[src/hw/rtl/frdf_pkg.sv]
`timescale 1ns / 1ps
// frdf_pkg: shared types and constants for the fat16 root directory file finder
// no dependencies; imported by every module of the block

package frdf_pkg;

    // directory entry layout
    localparam int unsigned ENTRY_BYTES = 32;
    localparam int unsigned OFS_W       = $clog2(ENTRY_BYTES);

    localparam logic [OFS_W-1:0] OFS_STATUS  = OFS_W'(0);
    localparam logic [OFS_W-1:0] OFS_ATTR    = OFS_W'(11);
    localparam logic [OFS_W-1:0] OFS_CLUS_LO = OFS_W'(26);
    localparam logic [OFS_W-1:0] OFS_CLUS_HI = OFS_W'(27);

    localparam logic [7:0] DELETED_MARK = 8'hE5;
    localparam logic [7:0] ATTR_MASK    = 8'h1F;
    localparam logic [7:0] END_MARK     = 8'h00;

    localparam int unsigned SECTOR_SHIFT = 9;
    localparam int unsigned ADDR_W       = 32;

    // configuration register indexes
    localparam int unsigned CFG_IDX_W = 2;
    localparam int unsigned CFG_DATA_W = 16;
    localparam logic [CFG_IDX_W-1:0] REG_TARGET_FILE = CFG_IDX_W'(0);
    localparam logic [CFG_IDX_W-1:0] REG_CLUSTER_SHIFT = CFG_IDX_W'(1);
    localparam logic [CFG_IDX_W-1:0] REG_DATA_START = CFG_IDX_W'(2);

    localparam logic [7:0]  TARGET_FILE_RST   = 8'd1;
    localparam logic [2:0]  CLUSTER_SHIFT_RST = 3'd6;
    localparam logic [15:0] DATA_START_RST    = 16'd0;
    localparam logic [7:0]  FILES_SEEN_RST    = 8'd1;

    typedef struct packed {
        logic [7:0] dir_byte;
        logic       first_byte;
    } in_item_t;

    typedef struct packed {
        logic              found;
        logic [ADDR_W-1:0] byte_address;
    } out_item_t;

    typedef struct packed {
        logic [7:0]  target_file;
        logic [2:0]  cluster_shift;
        logic [15:0] data_start_sector;
    } cfg_t;

    // result of one parse step
    typedef struct packed {
        logic      valid;
        out_item_t item;
    } parse_res_t;

endpackage

[src/hw/rtl/frdf_addr.sv]
`timescale 1ns / 1ps
// frdf_addr: card byte address from start cluster and volume geometry
// depends on frdf_pkg

module frdf_addr
    import frdf_pkg::*;
(
    input  logic [15:0]       cluster,
    input  logic [2:0]        cluster_shift,
    input  logic [15:0]       data_start_sector,
    output logic [ADDR_W-1:0] byte_address
);

    logic [ADDR_W-1:0] rel_cluster;
    logic [ADDR_W-1:0] rel_sector;
    logic [ADDR_W-1:0] sector;

    always_comb begin
        // cluster numbering starts at two; below two wraps
        rel_cluster  = {16'd0, cluster} - ADDR_W'(2);
        rel_sector   = rel_cluster << cluster_shift;
        sector       = rel_sector + {16'd0, data_start_sector};
        byte_address = {sector[ADDR_W-SECTOR_SHIFT-1:0], SECTOR_SHIFT'(0)};
    end

endmodule

[src/hw/rtl/frdf_parser.sv]
`timescale 1ns / 1ps
// frdf_parser: directory entry tracking, plain file count and result forming
// depends on frdf_pkg and frdf_addr

module frdf_parser
    import frdf_pkg::*;
(
    input  logic       aclk,
    input  logic       aresetn,
    input  logic       step,
    input  in_item_t   item,
    input  cfg_t       cfg,
    output parse_res_t res
);

    logic [OFS_W-1:0] offset_reg, offset_next;
    logic [7:0]       status_reg, status_next;
    logic [7:0]       attr_reg, attr_next;
    logic [7:0]       files_seen_reg, files_seen_next;
    logic [7:0]       cluster_low_reg, cluster_low_next;
    logic             done_reg, done_next;

    logic [OFS_W-1:0]  cur_offset;
    logic              active;
    logic              plain_file;
    logic [ADDR_W-1:0] file_address;

    frdf_addr u_addr (
        .cluster           ({item.dir_byte, cluster_low_reg}),
        .cluster_shift     (cfg.cluster_shift),
        .data_start_sector (cfg.data_start_sector),
        .byte_address      (file_address)
    );

    always_comb begin
        active     = item.first_byte || !done_reg;
        cur_offset = item.first_byte ? OFS_STATUS : offset_reg;
        plain_file = (status_reg != DELETED_MARK) && ((attr_reg & ATTR_MASK) == 8'd0);

        offset_next      = offset_reg;
        status_next      = status_reg;
        attr_next        = attr_reg;
        files_seen_next  = item.first_byte ? FILES_SEEN_RST : files_seen_reg;
        cluster_low_next = cluster_low_reg;
        done_next        = item.first_byte ? 1'b0 : done_reg;
        res              = '0;

        if (active) begin
            offset_next = cur_offset + OFS_W'(1);
            case (cur_offset)
                OFS_STATUS: begin
                    status_next = item.dir_byte;
                    if (item.dir_byte == END_MARK) begin
                        done_next = 1'b1;
                        res.valid = 1'b1;
                    end
                end
                OFS_ATTR: begin
                    attr_next = item.dir_byte;
                end
                OFS_CLUS_LO: begin
                    cluster_low_next = item.dir_byte;
                end
                OFS_CLUS_HI: begin
                    if (plain_file) begin
                        if (files_seen_next == cfg.target_file) begin
                            done_next              = 1'b1;
                            res.valid              = 1'b1;
                            res.item.found         = 1'b1;
                            res.item.byte_address  = file_address;
                        end else begin
                            files_seen_next = files_seen_next + 8'd1;
                        end
                    end
                end
                default: begin
                end
            endcase
        end
    end

    always_ff @(posedge aclk) begin
        if (!aresetn) begin
            offset_reg      <= '0;
            status_reg      <= '0;
            attr_reg        <= '0;
            files_seen_reg  <= FILES_SEEN_RST;
            cluster_low_reg <= '0;
            done_reg        <= 1'b1;
        end else if (step) begin
            offset_reg      <= offset_next;
            status_reg      <= status_next;
            attr_reg        <= attr_next;
            files_seen_reg  <= files_seen_next;
            cluster_low_reg <= cluster_low_next;
            done_reg        <= done_next;
        end
    end

endmodule

[src/hw/rtl/fat16_root_dir_file_finder.sv]
`timescale 1ns / 1ps
// fat16_root_dir_file_finder: top level with input register, parser and result register
// depends on frdf_pkg, frdf_parser

// The block scans a FAT16 root directory streamed in one byte per transfer and
// reports the card byte address of the Nth plain file (not deleted, no
// attribute bits in 0x1F), N being target_file, counting from one. A transfer
// with first_byte set starts a new search at offset 0 of an entry; a zero first
// byte in an entry ends the search with found = 0 and address 0. After a result,
// bytes are dropped until the next first_byte. The result follows the byte at
// offset 27 of the matching entry. One byte is taken per clock while no result is
// stalled: each byte is parsed while it sits in the input register and its result
// is loaded into the output register at the next edge. A stalled result holds the
// parser; an empty input register still takes one more byte. Configuration writes
// are taken every cycle and must only happen idle.

module fat16_root_dir_file_finder
    import frdf_pkg::*;
(
    input  logic                  aclk,
    input  logic                  aresetn,
    // directory byte stream
    input  logic                  s_valid,
    output logic                  s_ready,
    input  in_item_t              s_data,
    // search result
    output logic                  m_valid,
    input  logic                  m_ready,
    output out_item_t             m_data,
    // configuration writes
    input  logic                  cfg_valid,
    output logic                  cfg_ready,
    input  logic [CFG_IDX_W-1:0]  cfg_index,
    input  logic [CFG_DATA_W-1:0] cfg_data
);

    // configuration registers
    cfg_t      cfg_reg;

    // input register
    logic      in_valid_reg;
    in_item_t  in_data_reg;

    // result register
    logic      out_valid_reg;
    out_item_t out_data_reg;

    logic       proc_go;
    parse_res_t parse_res;

    // parse the held byte unless a waiting result would be overwritten
    assign proc_go   = in_valid_reg && (!out_valid_reg || m_ready);
    assign s_ready   = !in_valid_reg || proc_go;
    assign cfg_ready = 1'b1;

    assign m_valid = out_valid_reg;
    assign m_data  = out_data_reg;

    frdf_parser u_parser (
        .aclk    (aclk),
        .aresetn (aresetn),
        .step    (proc_go),
        .item    (in_data_reg),
        .cfg     (cfg_reg),
        .res     (parse_res)
    );

    // configuration register writes
    always_ff @(posedge aclk) begin
        if (!aresetn) begin
            cfg_reg.target_file       <= TARGET_FILE_RST;
            cfg_reg.cluster_shift     <= CLUSTER_SHIFT_RST;
            cfg_reg.data_start_sector <= DATA_START_RST;
        end else if (cfg_valid && cfg_ready) begin
            case (cfg_index)
                REG_TARGET_FILE:   cfg_reg.target_file       <= cfg_data[7:0];
                REG_CLUSTER_SHIFT: cfg_reg.cluster_shift     <= cfg_data[2:0];
                REG_DATA_START:    cfg_reg.data_start_sector <= cfg_data;
                default: begin
                end
            endcase
        end
    end

    // input register: loads on every input transfer
    always_ff @(posedge aclk) begin
        if (!aresetn) begin
            in_valid_reg <= 1'b0;
        end else if (s_ready) begin
            in_valid_reg <= s_valid;
        end
    end

    always_ff @(posedge aclk) begin
        if (s_valid && s_ready) begin
            in_data_reg <= s_data;
        end
    end

    // result register: filled by a parse step that yields a result,
    // emptied by an output transfer
    always_ff @(posedge aclk) begin
        if (!aresetn) begin
            out_valid_reg <= 1'b0;
        end else if (proc_go) begin
            out_valid_reg <= parse_res.valid;
        end else if (m_ready) begin
            out_valid_reg <= 1'b0;
        end
    end

    always_ff @(posedge aclk) begin
        if (proc_go && parse_res.valid) begin
            out_data_reg <= parse_res.item;
        end
    end

endmodule

[config.mk]
export PLATFORM = sky130hd
export DESIGN_NAME = fat16_root_dir_file_finder
export DESIGN_NICKNAME = d
export VERILOG_FILES = /design/src/hw/rtl/frdf_pkg.sv /design/src/hw/rtl/frdf_addr.sv /design/src/hw/rtl/frdf_parser.sv /design/src/hw/rtl/fat16_root_dir_file_finder.sv
export SDC_FILE = /design/constraint.sdc
export NUM_CORES = 1
export LEC_CHECK = 0
export ABC_AREA = 1
export BUFFER_PORTS_ARGS = -buffer_cell sky130_fd_sc_hd__buf_2
export CAP_MARGIN = 0
export CELL_PAD_IN_SITES_DETAIL_PLACEMENT = 2
export CELL_PAD_IN_SITES_GLOBAL_PLACEMENT = 2
export CORE_MARGIN = 8
export CORE_UTILIZATION = 31
export CTS_CLUSTER_DIAMETER = 50
export DETAILED_ROUTE_END_ITERATION = 16
export GPL_TIMING_DRIVEN = 0
export HOLD_SLACK_MARGIN = 0.05
export PLACE_DENSITY_LB_ADDON = 0.1
export SLEW_MARGIN = 15
export SYNTH_ARGS = -nofsm -noshare
export SYNTH_HDL_FRONTEND = slang
export SYNTH_HIERARCHICAL = 1
export SYNTH_SLANG_ARGS = --single-unit
export TNS_END_PERCENT = 50
[constraint.sdc]
create_clock -name aclk -period 4.63 [get_ports aclk]
set_clock_uncertainty 0.2 [all_clocks]
set_input_delay 0.463 -clock aclk [delete_from_list [all_inputs] [get_ports aclk]]
set_output_delay 0.463 -clock aclk [all_outputs]
set_load 0.02 [all_outputs]
==> impl_metrics.ini <==
[sta]
fmax_mhz = 238
period_needed_ns = 4.20
finalSetupViolCount = 0
hold_slack_ns = 0.0801
finalHoldViolCount = 0
relSlewSlack_pct = 62.1
drv_slew = 0
tightest_slew_ns = 0.568
period_share_pct = 90.6
rsz0062_at_grt = false

[power]
power_uw = 2190
swShare_pct = 31.3
switching_power_uw = 684
power.share.clock_pct = 35.4
p_int_uw = 1500
seqPwrFrac_pct = 46.1
pwr_density_cell_nw_per_um2 = 276
cellLeakagePower_uw = 0.00394
vdd.ir_drop.worst_v = 0.000166
combinationalPowerShare_pct = 18.4

[yosys]
netlist_area_um2 = 6900
async_flop_share_pct = 0
synthCells = 992
synth_most_common_cell = nand2_1
yosys.area.top_type = dfxtp_1
yosysWarningCount = 6
synth_enable_flop_cells = 42
synth.distinct_cells = 42
post_synth.cell_area_avg_um2 = 6.95
synth_top_area_share_pct = 18.6
seq_area_frac_synth_pct = 36.9
synth_seq_cells = 106
synthTopCellsByArea = dfxtp_1 (19%), edfxtp_1 (18%), nand2_1 (12%)
synthTopCellsByCount = nand2_1 (215), nor2_1 (168), inv_1 (153), nand3_1 (86), dfxtp_1 (64)
synth_ff_type = dfxtp_1

[place]
gp_congestion = 0.759
portBuffers = 66
place_hpwl_mm = 16.8
placed_cell_area_um2 = 7650
placed_cells = 1348

[min_path]
holdPathStages = 1
min_path_type = in2reg

[global_routing]
grt_start_max_net_pins = 20
antenna_found_initial = 0
grt.total_usage_pct = 15.9
grt_pass1_vias = 6947
grt_pass1_wl_mm = 34.7
overflow = 0

[clock_network]
post_cts_resized = 0
post_cts_buffers = 0
clock_sinks = 106
cts_tree = built
cts_buffers = 9
ctsHoldBuffers = 0
cts-root-buf = clkbuf_16
clk_latency_ns = 0.36
path_clk_slew_ns = 0.08
cts_buffer_depth = 2
ctsHtreeMaxLevel = 3

[floorplanning]
dieArea_um2 = 27300
num_rows = 54
io_pins = 68
fp.dieW_um = 165
start_util_pct = 31.6
fp.dieH_um = 165
core-area_um2 = 21800

[job]
cap_violations = 0

[worst_setup_path]
crit_slowest_cell = fa_1
cp_slowest_stage_delay_ns = 0.41
r2r_cells = 20
crit_path_start_kind = flop
cp.required_ns = 4.55
crit_fanout = 10
path_cells = clkbuf_2, inv_1, buf_2, clkbuf_1, nand2_1, nor3_1, ha_1, inv_1, fa_1, o21ai_1, nand3_1, nand2_1, nand2_1, nand3_2, inv_1, o21ai_0, a21oi_1, xnor2_1, inv_1, nor2_1
cp-end-kind = flop
critPathArrivalTime_ns = 4.12
path_class = reg2reg
cpMostUsedCell = inv_1

[run_status]
outcome = complete, no violations

[route]
drc = 0
via_count = 6469
via_per_inst = 4.74
first_pass_iters = 4
wire_per_inst_um = 15.3
ant_nets = 0
wl_mm = 20.9
dr.first_iter.drc_count = 176

[finish]
largest_reg_flops = 33
design_area_um2 = 7940
drive_gt1_share_pct = 14.3
final_util_pct = 36.4
n_antenna_cell = 0
area_delta_synth_final_pct = 15.1
final_cells = 1364
num-nets-final = 1135
n_fill_cell = 2709
[cells by family (layout without fill, tap and decap cells)]
kind of cell               after synthesis  count (layout)  share of synthesized area, %
and+or+nand+nor                        531             531                          34.4
AOI/OAI and AO/OA                      102             102                          7.73
adders and majority gates               24              24                          4.46
other                                    2              10                         0.109
muxes                                    4               4                         0.581
DFF                                    106             106                          36.9
buffers and inverters                  199             283                          12.8
xor gates and xnor gates                24              24                          3.05
[path summary, 6_finish.rpt]
path	from	end	slack, ns
max	cfg_reg[16]	m_data[23]	0.43
min	s_data[5]	in_data_reg[5]	0.08
max reg2reg	cfg_reg[16]	m_data[23]	0.43
min reg2reg	u_parser/status_reg[1]	u_parser/status_reg[1]	0.26
[layer usage]
metal | vias to the layer above | part of all wire [%] | GRT usage [%]
li1 | 3275 | - | -
met5 | - | 0 | 0
met2 | 53 | 48 | 27.3
met4 | 0 | 1.4 | 4.18
met3 | 17 | 2.4 | 2.13
met1 | 3124 | 49 | 20.6
[metrics by stage]
| stage | TNS, ns | setup slack, ns |
|---|---|---|
| global route | 0 | 0.0303 |
| detailed placement | 0 | 0.467 |
| global placement | -6.93 | -0.212 |
| floorplan | 0 | 0.983 |
| finish | 0 | 0.435 |
| CTS | 0 | 0.409 |
[layout make-up]
cell class                 instances  area, um2  share of cell area [%]
tap                              280        350                    4.41
timing repair buffer              68        360                    4.54
multi-input combinational        695       3510                    44.3
sequential                       106       2540                    32.0
inverter                         158        598                    7.53
buffer                            41        284                    3.58
clock buffer                       9        225                    2.84
clock inverter                     7       63.8                   0.804
[critical path: cells and delay by family, from the launching register on]
| family | cells | cell delay, ns |
|---|---|---|
| AO/OA/AOI/OAI | 3 | 0.71 |
| XOR/XNOR | 1 | 0.16 |
| adder cells (fa/ha/maj) | 2 | 0.68 |
| buffers and inverters | 7 | 0.97 |
| flip-flops | 1 | 0.31 |
| AND/OR/NAND/NOR | 7 | 0.94 |
[power groups by stage]
stage	clock (uW)	combinational [uW]	sequential (uW)
6_report	775	404	1010
5_1_grt	838	466	1010
4_1_cts	815	411	1010
3_5_place_dp	0	408	1030
3_3_place_gp	0	396	1030
2_1_floorplan	0	300	1020
[cell usage in the layout (no fill, tap or decap), drive strengths merged]
cell type / count
nor2: 184
nor3: 8
clkbuf: 20
a21o: 1
nor4: 4
edfxtp: 42
xor2: 18
mux2i: 4
nand2: 226
a21boi: 2
clkinvlp: 2
a31oi: 2
nand3b: 1
a21oi: 32
nand3: 95
clkinv: 3
o2bb2ai: 1
fa: 1
o22ai: 3
o21ai: 59
conb: 10
ha: 23
dfxtp: 64
a211oi: 2
nand4: 12
xnor2: 6
nor3b: 1
buf: 98
inv: 160
Power figures use the tool's default switching activity.
